### src/sv/pow_difficulty_retarget_unit_assert.svh
// Assertion macros for the difficulty retarget unit.
// Included by the modules that check their own control logic; no dependencies.
`ifndef POW_DIFFICULTY_RETARGET_UNIT_ASSERT_SVH
`define POW_DIFFICULTY_RETARGET_UNIT_ASSERT_SVH

`ifndef SYNTHESIS

// a in the current cycle requires b in the same cycle
`define PDR_ASSERT_IMPLIES(label, clk_sig, rst_n_sig, a, b) \
	label: assert property (@(posedge clk_sig) disable iff (!(rst_n_sig)) (a) |-> (b)) \
		else $error("assertion failed: a |-> b");

// a in the current cycle requires b in the next cycle
`define PDR_ASSERT_NEXT(label, clk_sig, rst_n_sig, a, b) \
	label: assert property (@(posedge clk_sig) disable iff (!(rst_n_sig)) (a) |=> (b)) \
		else $error("assertion failed: a |=> b");

`else

`define PDR_ASSERT_IMPLIES(label, clk_sig, rst_n_sig, a, b)
`define PDR_ASSERT_NEXT(label, clk_sig, rst_n_sig, a, b)

`endif

`endif

### src/sv/pdr_pkg.sv
// Shared types and constants of the difficulty retarget unit.
// No dependencies; used by pdr_ctrl, pdr_dpath and the top level.
`default_nettype none

package pdr_pkg;

	localparam int unsigned TIME_W  = 64;
	localparam int unsigned LEVEL_W = 32;
	localparam int unsigned INTV_W  = 16;
	localparam int unsigned SPACE_W = 20;
	localparam int unsigned HGT_W   = 17;
	localparam int unsigned EXP_W   = INTV_W + SPACE_W;   // expected span width
	localparam int unsigned OPD_W   = 38;                 // squared operand width
	localparam int unsigned HALF_W  = OPD_W / 2;          // partial product operand
	localparam int unsigned PROD_W  = 2 * HALF_W;
	localparam int unsigned SQ_W    = 2 * OPD_W;
	localparam int unsigned CFG_W   = 32;
	localparam int unsigned IDX_W   = 2;

	localparam logic [HGT_W-1:0] HEIGHT_MAX = '1;

	// register indexes of the configuration port
	localparam logic [IDX_W-1:0] REG_INTERVAL = 2'd0;
	localparam logic [IDX_W-1:0] REG_SPACING  = 2'd1;
	localparam logic [IDX_W-1:0] REG_START    = 2'd2;
	localparam logic [IDX_W-1:0] REG_FLOOR    = 2'd3;

	typedef struct packed {
		logic [INTV_W-1:0]  interval;
		logic [SPACE_W-1:0] spacing;
		logic [LEVEL_W-1:0] start_lvl;
		logic [LEVEL_W-1:0] floor_lvl;
	} cfg_t;

	typedef enum logic [1:0] {
		KIND_START    = 2'd0,
		KIND_PARENT   = 2'd1,
		KIND_RETARGET = 2'd2
	} kind_t;

	// partial products of the two squares: low*low, low*high, high*high
	typedef enum logic [2:0] {
		MS_BIG_LL = 3'd0,
		MS_BIG_LH = 3'd1,
		MS_BIG_HH = 3'd2,
		MS_SML_LL = 3'd3,
		MS_SML_LH = 3'd4,
		MS_SML_HH = 3'd5
	} mul_step_t;

	typedef enum logic [6:0] {
		ST_IDLE  = 7'b0000001,
		ST_CALC  = 7'b0000010,
		ST_SEL   = 7'b0000100,
		ST_MUL   = 7'b0001000,
		ST_DRAIN = 7'b0010000,
		ST_CMP   = 7'b0100000,
		ST_DONE  = 7'b1000000
	} state_t;

	typedef struct packed {
		logic      load_in;
		logic      calc;
		logic      sel;
		logic      mul_en;
		mul_step_t mul_idx;
		logic      cmp;
		logic      out_load;
	} cmd_t;

	typedef struct packed {
		kind_t kind_next;
		logic  need_mul;
		logic  out_free;
	} sts_t;

endpackage

`default_nettype wire

### src/sv/pdr_ctrl.sv
// Controller state machine of the difficulty retarget unit.
// Depends on pdr_pkg and pow_difficulty_retarget_unit_assert.svh.
`default_nettype none
`include "pow_difficulty_retarget_unit_assert.svh"

module pdr_ctrl (
	input  wire logic          clk,
	input  wire logic          arst_n,
	input  wire logic          s_axis_tvalid,
	output logic               s_axis_tready,
	input  pdr_pkg::sts_t      sts,
	output pdr_pkg::cmd_t      cmd
);

	pdr_pkg::state_t    state_q, state_d;
	pdr_pkg::mul_step_t mul_cnt_q;

	assign s_axis_tready = (state_q == pdr_pkg::ST_IDLE);

	always_comb begin
		cmd          = '0;
		cmd.mul_idx  = mul_cnt_q;
		state_d      = state_q;
		unique case (state_q)
			pdr_pkg::ST_IDLE: begin
				if (s_axis_tvalid) begin
					cmd.load_in = 1'b1;
					state_d = (sts.kind_next == pdr_pkg::KIND_RETARGET) ?
						pdr_pkg::ST_CALC : pdr_pkg::ST_DONE;
				end
			end
			pdr_pkg::ST_CALC: begin
				cmd.calc = 1'b1;
				state_d  = pdr_pkg::ST_SEL;
			end
			pdr_pkg::ST_SEL: begin
				cmd.sel = 1'b1;
				state_d = sts.need_mul ? pdr_pkg::ST_MUL : pdr_pkg::ST_DONE;
			end
			pdr_pkg::ST_MUL: begin
				cmd.mul_en = 1'b1;
				if (mul_cnt_q == pdr_pkg::MS_SML_HH) begin
					state_d = pdr_pkg::ST_DRAIN;
				end
			end
			pdr_pkg::ST_DRAIN: begin
				state_d = pdr_pkg::ST_CMP;
			end
			pdr_pkg::ST_CMP: begin
				cmd.cmp = 1'b1;
				state_d = pdr_pkg::ST_DONE;
			end
			pdr_pkg::ST_DONE: begin
				if (sts.out_free) begin
					cmd.out_load = 1'b1;
					state_d = pdr_pkg::ST_IDLE;
				end
			end
			default: begin
				state_d = pdr_pkg::ST_IDLE;
			end
		endcase
	end

	always_ff @(posedge clk or negedge arst_n) begin
		if (!arst_n) begin
			state_q   <= pdr_pkg::ST_IDLE;
			mul_cnt_q <= pdr_pkg::MS_BIG_LL;
		end else begin
			state_q <= state_d;
			if (state_q == pdr_pkg::ST_MUL) begin
				if (mul_cnt_q == pdr_pkg::MS_SML_HH) begin
					mul_cnt_q <= pdr_pkg::MS_BIG_LL;
				end else begin
					mul_cnt_q <= pdr_pkg::mul_step_t'(mul_cnt_q + 3'd1);
				end
			end
		end
	end

	`PDR_ASSERT_NEXT(a_retarget_goes_calc, clk, arst_n, cmd.load_in && (sts.kind_next == pdr_pkg::KIND_RETARGET), state_q == pdr_pkg::ST_CALC)
	`PDR_ASSERT_NEXT(a_skip_mul_done, clk, arst_n, (state_q == pdr_pkg::ST_SEL) && !sts.need_mul, state_q == pdr_pkg::ST_DONE)
	`PDR_ASSERT_IMPLIES(a_cnt_parked, clk, arst_n, state_q != pdr_pkg::ST_MUL, mul_cnt_q == pdr_pkg::MS_BIG_LL)

endmodule

`default_nettype wire

### src/sv/pdr_dpath.sv
// Datapath of the difficulty retarget unit: chain state, span and expected
// time, shared 19x19 multiplier for the two squares, step and output register.
// Depends on pdr_pkg and pow_difficulty_retarget_unit_assert.svh.
`default_nettype none
`include "pow_difficulty_retarget_unit_assert.svh"

module pdr_dpath (
	input  wire logic                          clk,
	input  wire logic                          arst_n,
	input  pdr_pkg::cfg_t                      cfg,
	input  pdr_pkg::cmd_t                      cmd,
	output pdr_pkg::sts_t                      sts,
	input  wire logic [pdr_pkg::TIME_W-1:0]    in_time,
	input  wire logic [pdr_pkg::LEVEL_W-1:0]   in_level,
	input  wire logic                          m_axis_tready,
	output logic                               m_axis_tvalid,
	output logic [pdr_pkg::LEVEL_W-1:0]        out_level,
	output logic                               out_retgt
);

	localparam int unsigned TW = pdr_pkg::TIME_W;
	localparam int unsigned LW = pdr_pkg::LEVEL_W;
	localparam int unsigned IW = pdr_pkg::INTV_W;
	localparam int unsigned EW = pdr_pkg::EXP_W;
	localparam int unsigned OW = pdr_pkg::OPD_W;
	localparam int unsigned HW = pdr_pkg::HALF_W;
	localparam int unsigned PW = pdr_pkg::PROD_W;
	localparam int unsigned SW = pdr_pkg::SQ_W;

	// chain state
	logic [pdr_pkg::HGT_W-1:0] height_q;
	logic [IW-1:0]             pos_q;
	logic [TW-1:0]             wst_q;

	// current item
	logic [TW-1:0]     time_q;
	logic [LW-1:0]     level_q;
	pdr_pkg::kind_t    kind_q;

	logic [TW-1:0]     act_q;
	logic [EW-1:0]     exp_q;
	logic [OW-1:0]     big_q, small_q;
	logic              up_q;
	logic [1:0]        step_mag_q;
	logic [SW-1:0]     bsq_q, ssq_q;

	logic [PW-1:0]     prod_s1;
	pdr_pkg::mul_step_t prod_idx_s1;
	logic              prod_vld_s1;

	logic              m_valid_q;
	logic [LW-1:0]     m_level_q;
	logic              m_retgt_q;

	// next chain state at accept
	logic [pdr_pkg::HGT_W-1:0] height_nx;
	logic [pdr_pkg::HGT_W-1:0] pos_inc;
	logic [IW-1:0]             pos_nx;
	pdr_pkg::kind_t            kind_nx;

	always_comb begin
		height_nx = (height_q == pdr_pkg::HEIGHT_MAX) ? height_q : height_q + 1'b1;
		pos_inc   = {1'b0, pos_q} + 1'b1;
		pos_nx    = (pos_inc >= {1'b0, cfg.interval}) ? '0 : pos_inc[IW-1:0];
		if ((cfg.interval < IW'(2)) || (height_nx <= {1'b0, cfg.interval})) begin
			kind_nx = pdr_pkg::KIND_START;
		end else if (pos_nx != '0) begin
			kind_nx = pdr_pkg::KIND_PARENT;
		end else begin
			kind_nx = pdr_pkg::KIND_RETARGET;
		end
	end

	// span and expected time
	logic [TW-1:0] span;
	logic [IW-1:0] intv_m1;
	logic [EW-1:0] exp_prod;
	logic [TW-1:0] exp_ext;
	logic          act_huge;

	assign span     = time_q - wst_q;
	assign intv_m1  = cfg.interval - 1'b1;
	assign exp_prod = intv_m1 * cfg.spacing;
	assign exp_ext  = {{(TW-EW){1'b0}}, exp_q};
	// a span this large, squared, is at least 8x any expected value squared
	assign act_huge = |act_q[TW-1:OW];

	// shared multiplier, one partial product a cycle
	logic [HW-1:0] mul_a, mul_b;
	logic [PW-1:0] mul_p;

	always_comb begin
		unique case (cmd.mul_idx)
			pdr_pkg::MS_BIG_LL: begin mul_a = big_q[HW-1:0];    mul_b = big_q[HW-1:0];    end
			pdr_pkg::MS_BIG_LH: begin mul_a = big_q[HW-1:0];    mul_b = big_q[OW-1:HW];   end
			pdr_pkg::MS_BIG_HH: begin mul_a = big_q[OW-1:HW];   mul_b = big_q[OW-1:HW];   end
			pdr_pkg::MS_SML_LL: begin mul_a = small_q[HW-1:0];  mul_b = small_q[HW-1:0];  end
			pdr_pkg::MS_SML_LH: begin mul_a = small_q[HW-1:0];  mul_b = small_q[OW-1:HW]; end
			pdr_pkg::MS_SML_HH: begin mul_a = small_q[OW-1:HW]; mul_b = small_q[OW-1:HW]; end
			default:            begin mul_a = '0;               mul_b = '0;               end
		endcase
	end

	assign mul_p = mul_a * mul_b;

	// cross term counts twice, so it lands one bit above the half boundary
	logic [SW-1:0] term;
	logic          term_big;

	always_comb begin
		unique case (prod_idx_s1)
			pdr_pkg::MS_BIG_LL, pdr_pkg::MS_SML_LL: term = {{(SW-PW){1'b0}}, prod_s1};
			pdr_pkg::MS_BIG_LH, pdr_pkg::MS_SML_LH:
				term = {{(SW-PW-HW-1){1'b0}}, prod_s1, {(HW+1){1'b0}}};
			pdr_pkg::MS_BIG_HH, pdr_pkg::MS_SML_HH: term = {prod_s1, {(SW-PW){1'b0}}};
			default: term = '0;
		endcase
		term_big = (prod_idx_s1 == pdr_pkg::MS_BIG_LL) || (prod_idx_s1 == pdr_pkg::MS_BIG_LH) ||
			(prod_idx_s1 == pdr_pkg::MS_BIG_HH);
	end

	logic ge2, ge8;
	assign ge2 = {3'b0, bsq_q} >= {2'b0, ssq_q, 1'b0};
	assign ge8 = {3'b0, bsq_q} >= {ssq_q, 3'b0};

	// final level
	logic [LW:0]   sum_up;
	logic [LW-1:0] adj, res_level;
	logic          res_retgt;

	always_comb begin
		sum_up = {1'b0, level_q} + {{(LW-1){1'b0}}, step_mag_q};
		if (up_q) begin
			adj = sum_up[LW] ? '1 : sum_up[LW-1:0];
		end else begin
			adj = ({{(LW-2){1'b0}}, step_mag_q} >= level_q) ? '0 :
				level_q - {{(LW-2){1'b0}}, step_mag_q};
		end
		unique case (kind_q)
			pdr_pkg::KIND_START: begin
				res_level = cfg.start_lvl;
				res_retgt = 1'b0;
			end
			pdr_pkg::KIND_PARENT: begin
				res_level = level_q;
				res_retgt = 1'b0;
			end
			pdr_pkg::KIND_RETARGET: begin
				res_level = (adj < cfg.floor_lvl) ? cfg.floor_lvl : adj;
				res_retgt = 1'b1;
			end
			default: begin
				res_level = cfg.start_lvl;
				res_retgt = 1'b0;
			end
		endcase
	end

	always_ff @(posedge clk or negedge arst_n) begin
		if (!arst_n) begin
			height_q    <= '0;
			pos_q       <= '0;
			wst_q       <= '0;
			kind_q      <= pdr_pkg::KIND_START;
			prod_vld_s1 <= 1'b0;
			m_valid_q   <= 1'b0;
		end else begin
			if (cmd.load_in) begin
				if (pos_q == '0) begin
					wst_q <= in_time;
				end
				height_q <= height_nx;
				pos_q    <= pos_nx;
				kind_q   <= kind_nx;
			end
			prod_vld_s1 <= cmd.mul_en;
			if (cmd.out_load) begin
				m_valid_q <= 1'b1;
			end else if (m_axis_tready) begin
				m_valid_q <= 1'b0;
			end
		end
	end

	always_ff @(posedge clk) begin
		if (cmd.load_in) begin
			time_q  <= in_time;
			level_q <= in_level;
		end
		if (cmd.calc) begin
			act_q <= (time_q > wst_q) ? span : TW'(1);
			exp_q <= exp_prod;
		end
		if (cmd.sel) begin
			up_q       <= exp_ext > act_q;
			step_mag_q <= ((exp_q != '0) && act_huge) ? 2'd2 : 2'd0;
			if (exp_ext > act_q) begin
				big_q   <= {{(OW-EW){1'b0}}, exp_q};
				small_q <= act_q[OW-1:0];
			end else begin
				big_q   <= act_q[OW-1:0];
				small_q <= {{(OW-EW){1'b0}}, exp_q};
			end
			bsq_q <= '0;
			ssq_q <= '0;
		end else if (prod_vld_s1) begin
			if (term_big) begin
				bsq_q <= bsq_q + term;
			end else begin
				ssq_q <= ssq_q + term;
			end
		end
		if (cmd.mul_en) begin
			prod_s1     <= mul_p;
			prod_idx_s1 <= cmd.mul_idx;
		end
		if (cmd.cmp) begin
			step_mag_q <= ge8 ? 2'd2 : (ge2 ? 2'd1 : 2'd0);
		end
		if (cmd.out_load) begin
			m_level_q <= res_level;
			m_retgt_q <= res_retgt;
		end
	end

	assign sts.kind_next = kind_nx;
	assign sts.need_mul  = (exp_q != '0) && !act_huge && (act_q != exp_ext);
	assign sts.out_free  = !m_valid_q || m_axis_tready;

	assign m_axis_tvalid = m_valid_q;
	assign out_level     = m_level_q;
	assign out_retgt     = m_retgt_q;

	`PDR_ASSERT_IMPLIES(a_big_square_larger, clk, arst_n, cmd.cmp, bsq_q > ssq_q)
	`PDR_ASSERT_IMPLIES(a_products_drained, clk, arst_n, cmd.cmp, !prod_vld_s1)
	`PDR_ASSERT_NEXT(a_out_loaded, clk, arst_n, cmd.out_load, m_valid_q)

endmodule

`default_nettype wire

### src/sv/pow_difficulty_retarget_unit.sv
// Proof-of-work difficulty retarget unit: one input transaction per appended
// block (timestamp, recorded difficulty), one result transaction with the
// difficulty required for the next block.
//
// s_axis carries the block, m_axis the result, cfg_* writes the four
// configuration registers, only while the unit is idle (user's duty, unchecked).
// Steps from input transaction to result valid:
//   load and output when no retarget happens (start or parent difficulty),
//   plus span calculation and operand select for a retarget with no squares
//     (zero expected span, very long span, or span equal to expected),
//   plus, for a retarget with squares, six 19x19 partial products that run
//     one a cycle through a single shared multiplier, then a compare.
// The input is ready again in the same cycle as the result becomes valid; the
// output register lets the next block in while a result still waits.
// A stalled receiver holds the result in the output register; the unit
// finishes the current item and then waits before loading a new result.
// Reset clears the chain height, window position and window start time and
// sets the registers to interval 10, spacing 60, start and floor 1.
// Depends on pdr_pkg, pdr_ctrl, pdr_dpath.
`default_nettype none

module pow_difficulty_retarget_unit (
	input  wire logic        clk,
	input  wire logic        arst_n,
	input  wire logic        s_axis_tvalid,
	output logic             s_axis_tready,
	input  wire logic [95:0] s_axis_tdata,   // [63:0] block_time, [95:64] block_level
	output logic             m_axis_tvalid,
	input  wire logic        m_axis_tready,
	output logic [31:0]      m_axis_tdata,   // [31:0] required_level
	output logic [0:0]       m_axis_tuser,   // [0] was_retargeted
	input  wire logic        cfg_we,
	input  wire logic [1:0]  cfg_index,
	input  wire logic [31:0] cfg_wdata
);

	pdr_pkg::cfg_t cfg_q;
	pdr_pkg::cmd_t cmd;
	pdr_pkg::sts_t sts;
	logic          retgt;

	always_ff @(posedge clk or negedge arst_n) begin
		if (!arst_n) begin
			cfg_q.interval  <= 16'd10;
			cfg_q.spacing   <= 20'd60;
			cfg_q.start_lvl <= 32'd1;
			cfg_q.floor_lvl <= 32'd1;
		end else if (cfg_we) begin
			unique case (cfg_index)
				pdr_pkg::REG_INTERVAL: cfg_q.interval  <= cfg_wdata[pdr_pkg::INTV_W-1:0];
				pdr_pkg::REG_SPACING:  cfg_q.spacing   <= cfg_wdata[pdr_pkg::SPACE_W-1:0];
				pdr_pkg::REG_START:    cfg_q.start_lvl <= cfg_wdata;
				pdr_pkg::REG_FLOOR:    cfg_q.floor_lvl <= cfg_wdata;
			endcase
		end
	end

	pdr_ctrl u_ctrl (
		.clk           (clk),
		.arst_n        (arst_n),
		.s_axis_tvalid (s_axis_tvalid),
		.s_axis_tready (s_axis_tready),
		.sts           (sts),
		.cmd           (cmd)
	);

	pdr_dpath u_dpath (
		.clk           (clk),
		.arst_n        (arst_n),
		.cfg           (cfg_q),
		.cmd           (cmd),
		.sts           (sts),
		.in_time       (s_axis_tdata[63:0]),
		.in_level      (s_axis_tdata[95:64]),
		.m_axis_tready (m_axis_tready),
		.m_axis_tvalid (m_axis_tvalid),
		.out_level     (m_axis_tdata),
		.out_retgt     (retgt)
	);

	assign m_axis_tuser = retgt;

endmodule

`default_nettype wire
### config.mk
export PLATFORM = sky130hd
export DESIGN_NAME = pow_difficulty_retarget_unit
export DESIGN_NICKNAME = d
export VERILOG_FILES = /design/src/sv/pdr_pkg.sv /design/src/sv/pdr_ctrl.sv /design/src/sv/pdr_dpath.sv /design/src/sv/pow_difficulty_retarget_unit.sv
export VERILOG_INCLUDE_DIRS = /design/src /design/src/sv
export SDC_FILE = /design/constraint.sdc
export NUM_CORES = 2
export LEC_CHECK = 0
export BUFFER_PORTS_ARGS = -buffer_cell sky130_fd_sc_hd__buf_2
export CAP_MARGIN = 20
export CORE_MARGIN = 2
export CORE_UTILIZATION = 56
export CTS_CLUSTER_DIAMETER = 150
export CTS_CLUSTER_SIZE = 10
export DETAILED_ROUTE_END_ITERATION = 8
export HOLD_SLACK_MARGIN = 0.05
export PLACE_DENSITY_LB_ADDON = 0.15
export SLEW_MARGIN = 10
export SYNTH_ARGS = -nofsm -noshare
export SYNTH_HDL_FRONTEND = slang
export SYNTH_HIERARCHICAL = 1
export SYNTH_SLANG_ARGS = --single-unit
### constraint.sdc
create_clock -name clk -period 16.6 [get_ports clk]
set_clock_uncertainty 0.2 [all_clocks]
set_input_delay 1.66 -clock clk [delete_from_list [all_inputs] [get_ports clk]]
set_output_delay 1.66 -clock clk [all_outputs]
set_load 0.01 [all_outputs]
; ---- After elaboration in Yosys (flattened, before gate mapping)
; Index checks and enable logic that the tools add are counted.
; Widths: inputs -> output; s select.
[totals]
register_bits = 712
input_bits = 135
output_inout_bits = 35
elab_cells = 147
[op_classes]
n_addsub = 9
multipliers = 2
n_lt_le_gt_ge = 9
n_eq_ne = 28
muxes = 37
n_bitwise = 1
reduce_logical = 33
[op_table]
columns = op, n
row1 = $pmux 76 s3, 1
row2 = $add 76x76->76, 2
row3 = $pmux 19 s4, 2
row4 = $mux 32, 4
row5 = $ge 76x79->1, 1
row6 = $ge 76x77->1, 1
row7 = $mux 36, 2
row8 = $gt 36x64->1, 1
row9 = $gt 64x64->1, 1
row10 = $ne 64x36->1, 1
row11 = $pmux 32 s2, 1
row12 = $sub 64x64->64, 1
row13 = $pmux 7 s7, 1
row14 = $mul 19x19->38, 1
row15 = $mul 16x20->36, 1
row16 = $reduce_bool 36->1, 1
row17 = $mux 7, 5
row18 = $add 32x2->33, 1
row19 = $ge 2x32->1, 1
row20 = $lt 32x32->1, 1
row21 = $sub 32x2->32, 1
row22 = $reduce_or 26->1, 1
row23 = $add 16x1->17 const B, 1
row24 = $add 17x1->17 const B, 1
row25 = 36 further kinds, 85

; ---- Longest topological paths before layout
[depth]
depth_word = 10
ltp_mapped = 33
mapped_depth_nobuf = 29

; ---- Modules after synthesis
; Netlist, hierarchy kept.
[modules_own_cells]
columns = module, instances, cells_per_inst, area_per_inst_um2, seq_area_each_um2
row1 = pdr_dpath, 1, 7610, 66801.6, 16050.4
row2 = pow_difficulty_retarget_unit, 1, 213, 3724.8, 2512.4
row3 = pdr_ctrl, 1, 66, 631.9, 251.5

; ---- Worst setup path before layout
; No wires, ideal clock.
[synth_path]
path_type = reg2reg
startpoint = register u_ctrl.mul_cnt_q[1]
endpoint = register u_dpath.prod_s1[32] (data pin)
setup_ps = 258
t_arrival_ps = 8092
required_ps = 16142
path_slack_ps = 8050
stages_incl_launch_ff = 29
path_buffers = 3
synth_period_minus_slack_ps = 8550
path_cell_list = dfrtp_1 -> clkbuf_1 -> xnor2_1 -> clkbuf_1 -> nor2_1 -> o31ai_1 -> clkbuf_1 -> nand2_1 -> fa_1 -> fa_1 -> inv_1 -> fa_1 -> fa_1 -> inv_1 -> fa_1 -> fa_1 -> inv_1 -> ha_1 -> a21o_1 -> a21o_1 -> a2111oi_0 -> nor3_1 -> a221o_1 -> a41oi_1 -> a211oi_1 -> a31oi_1 -> o21bai_1 -> a21oi_1 -> xnor2_1
[synth_via]
elab_chain_cells = 4
word_cells_on_any_way = 13
classes_between = 1 x mul / 5 x eq/ne / 2 x mux / 5 x reduce/logical
[synth_lines]
columns = item, line_no
row1 = "start, declared", pdr_ctrl.sv:16  ; pdr_pkg::mul_step_t mul_cnt_q;
row2 = "start signal, assigned", pdr_ctrl.sv:68  ; mul_cnt_q <= pdr_pkg::MS_BIG_LL;
row3 = "start signal, assigned", pdr_ctrl.sv:73  ; mul_cnt_q <= pdr_pkg::MS_BIG_LL;
row4 = "start signal, assigned", pdr_ctrl.sv:75  ; mul_cnt_q <= pdr_pkg::mul_step_t'(mul_cnt_q + 3'd1);
row5 = "$eq 3x2->1, or another cell as far along", pdr_dpath.sv:93  ; unique case (cmd.mul_idx)
row6 = $reduce_or 2->1 (no source line), n/a
row7 = $pmux 19 s4, pdr_dpath.sv:93
row8 = $mul 19x19->38 (*), pdr_dpath.sv:104  ; assign mul_p = mul_a * mul_b;
row9 = named net u_dpath.mul_p[32], pdr_dpath.sv:90  ; logic [PW-1:0] mul_p;
row10 = "end signal, assigned", pdr_dpath.sv:214  ; prod_s1 <= mul_p;
row11 = "end, declared", pdr_dpath.sv:47  ; logic [PW-1:0] prod_s1;
; The timed path passes the listed nets; every way through them passes the cells marked *.
; A chain may end at the register's enable or synchronous reset.

; ---- Worst setup path after layout
; Ends and elaborated chain as after synthesis.

==> run_results.csv <==
group,metric,value,unit
grt,first_global_vias,57900,
outcome,status,"completed",
placement,place.port_buffers,169,
logic_synthesis,yosys.area_share.adder,27.6,%
die,io_pins,170,
die,placementRows,130,
logic_synthesis,synth_ff_type,"edfxtp_1",
logic_synthesis,ys_types,100,
logic_synthesis,synthesis.area,0.0712,mm2
sta,rsz0062_at_grt,"no",
sta,finalHoldViolCount,0,
clock_network,cts_tree,"yes",
setup_path,path_common_cell,"fa_1",
power,power.total,16300,uW
placement,dpl.hpwl,168000,um
logic_synthesis,ys_seq_elements,712,
setup_path,crit_path_start_kind,"flip-flop",
routing,avgRoutedWirePerCell,22.7,um
setup_path,cp-end-kind,"flip-flop",
clock_network,clock_sinks,712,
clock_network,cts_setup_buffers,0,
clock_network,ctsLongestPathBuffers,3,
sta,fin_crit_sh,58.5,%
logic_synthesis,synth_cells,7889,
die,die_x,360,um
setup_path,worstPathRequired,16.85,ns
final_layout,fin_cells,9620,
clock_network,postCtsHoldBufs,0,
final_layout,final_layout_size_suffix_gt1_share,7.59,%
setup_path,crit_slowest_cell,"a221o_1",
routing,num_vias,58500,
grt,grt_pass1_wl,340000,um
grt,top_usage_layer,"met2",
logic_synthesis,synth-simple-area-share,15.9,%
die,coreArea,0.126,mm2
die,die_h,360,um
clock_network,htreeDepth,3,
logic_synthesis,synth_xor_area_share,3.74,%
clock_network,cts_buffers,81,
final_layout,final_common_cell,"inv_1",
routing,wirelength,218000,um
final_layout,design_area,0.0761,mm2
logic_synthesis,ys_async_sr_fraction,29.6,%
routing,drt_iter0_drc,5604,
setup_path,crit_fanout,43,
logic_synthesis,synth_compound_gate_area_share,14.6,%
routing,vias_per_cell,6.08,
grt,grt_use_total,33.5,%
grt,grt.overflow.total,0,
sta,fin_crit,9.71,ns
grt,use_met2,53.1,%
placement,dpl-instance-area,0.0736,mm2
grt,grt_util_met3,5.23,%
final_layout,synthToLayoutAreaGrowth,6.91,%
routing,first_pass_iters,5,
clock_network,clock_latency,0.70,ns
logic_synthesis,synthMuxAreaShare,4.35,%
sta,fmax,103,MHz
die,dieArea,0.130,mm2
sta,holdWs,0.273,ns
logic_synthesis,synth_edf_count,349,
clock_network,cts-resized-gates,0,
routing,ant_nets,0,
final_layout,nNetsFinal,9278,
sta,drv_slew,0,
power,cellLeakagePower,0.0357,uW
grt,grt_use_met1,46.3,%
sta,tightest_slew,1.09,ns
logic_synthesis,synth_top_family_by_area,"adder cells",
power,p_per_area,214,mW/mm2
setup_path,critPathArrivalTime,9.96,ns
logic_synthesis,ys_warn_count,6,
final_layout,final_cell_mix,"inv_1, nand2_1, ha_1",
sta,final-setup-viol-count,0,
setup_path,critPathKind,"reg -> reg",
clock_network,root_buffer,"clkbuf_16",
sta,fin_setup_tns,0,ns
sta,slew_headroom,27.4,%
die,start_util,56.5,%
setup_path,slowest_delay,0.66,ns
placement,place_congestion,1.01,
logic_synthesis,yosysSeqAreaShare,26.4,%
flow_run,maxCapViolations,0,
clock_network,cts.clk_slew.worst_paths,0.06,ns
placement,dpl.cell_count,9463,
logic_synthesis,syn_avg_cell_area,9.02,um2
min_path,worstHoldPathType,"reg -> reg",
power,peakVddDrop,0.657,mV
grt,grt_max_degree,117,
routing,drc,0,
grt,antenna_found_initial,17,
final cells by class:
class	instances	area, um2
clock buffers	137	2270
fillers	11100	49800
repair buffers	270	1660
flip-flops and latches	712	18800
inverters	1025	3850
multi-input cells	5808	47300
clock inverters	6	129
well taps	1650	2060
diodes	12	30.0
per-layer routing:
metal | vias to the layer above | part of all wire, %
met4 | 6 | 4.2
met2 | 2271 | 45
met1 | 28800 | 43
met3 | 419 | 7.4
li1 | 27000 | -
met5 | - | 0.042
critical path, delay by kind of cell, from the launching register on:
kind / cells / cell delay (ns)
simple gates: 3 / 0.93
buf+inv: 7 / 1.04
fa+ha+maj: 7 / 3.42
xor+xnor: 1 / 0.07
mux: 1 / 0.35
compound gates: 9 / 3.10
flops: 1 / 0.32
sequential cells by signal, indices dropped and copies added (netlist names), 2 cells and up:
signal	count
cfg_q	100
u_dpath/height_q	17
u_dpath/prod_s1	38
u_dpath/pos_q	16
u_ctrl/state_q	7
u_ctrl/mul_cnt_q	3
u_dpath/out_level	32
u_dpath/exp_q	36
u_dpath/wst_q	64
u_dpath/small_q	38
u_dpath/kind_q	2
u_dpath/level_q	32
u_dpath/prod_idx_s1	3
u_dpath/ssq_q	76
u_dpath/act_q	64
u_dpath/bsq_q	76
u_dpath/time_q	64
u_dpath/big_q	38
u_dpath/step_mag_q	2
kinds of logic (layout without fill, tap and decap cells):
group                      Yosys count  count (layout)
and+or+nand+nor                   2365            2365
adders and majority gates         1245            1245
AOI/OAI and AO/OA                 1613            1613
other                                1              14
buffers and inverters             1370            1438
xor gates and xnor gates           304             304
muxes                              279             279
DFF                                712             712
report_power, final:
group          internal (uW)  switching [uW]
logic                   4950            6740
registers               2660             208
clock network            935             778
final timing paths:
path | start | endpoint | slack (ns) | depth (start not counted)
worst max-delay path | u_ctrl/mul_cnt_q[1] | u_dpath/prod_s1[32] | 6.89 | 28
worst min-delay path | u_dpath/ssq_q[19] | u_dpath/ssq_q[19] | 0.27 | 2
worst max register to register | u_ctrl/mul_cnt_q[1] | u_dpath/prod_s1[32] | 6.89 | 28
worst min register to register | u_dpath/ssq_q[19] | u_dpath/ssq_q[19] | 0.27 | 2
max in group asynchronous | arst_n | cfg_q[81] | 13.94 | 2
min in group asynchronous | arst_n | cfg_q[18] | 0.77 | 1
metrics by stage:
| step | setup slack (ns) | util [%] |
|---|---|---|
| after floorplan | 8.05 | - |
| after global placement | 7.03 | 58.5 |
| after detailed placement | 6.93 | 58.5 |
| after CTS | 6.92 | 60.4 |
| after global routing | 6.36 | 60.4 |
| final | 6.89 | 60.4 |
synthesized netlist by cell type (all sizes together), types with 45 or more instances:
cell	count	area share [%]
a211oi	53	0.57
a21o	240	2.5
a21oi	534	3.8
a22o	59	0.73
a31oi	45	0.40
and2	172	1.5
and3	52	0.46
clkbuf	306	1.6
dfrtp	202	7.1
dfxtp	152	4.3
edfxtp	349	15
fa	543	15
ha	702	12
inv	1025	5.4
mux2	241	3.8
nand2	893	4.7
nand2b	74	0.65
nand3	135	0.96
nand4	133	1.2
nor2	497	2.6
nor2b	105	0.92
nor3	98	0.70
nor4	53	0.50
o21a	49	0.52
o21ai	277	1.9
o21bai	52	0.55
xnor2	202	2.5
xor2	102	1.3
Power figures use the tool's default switching activity.
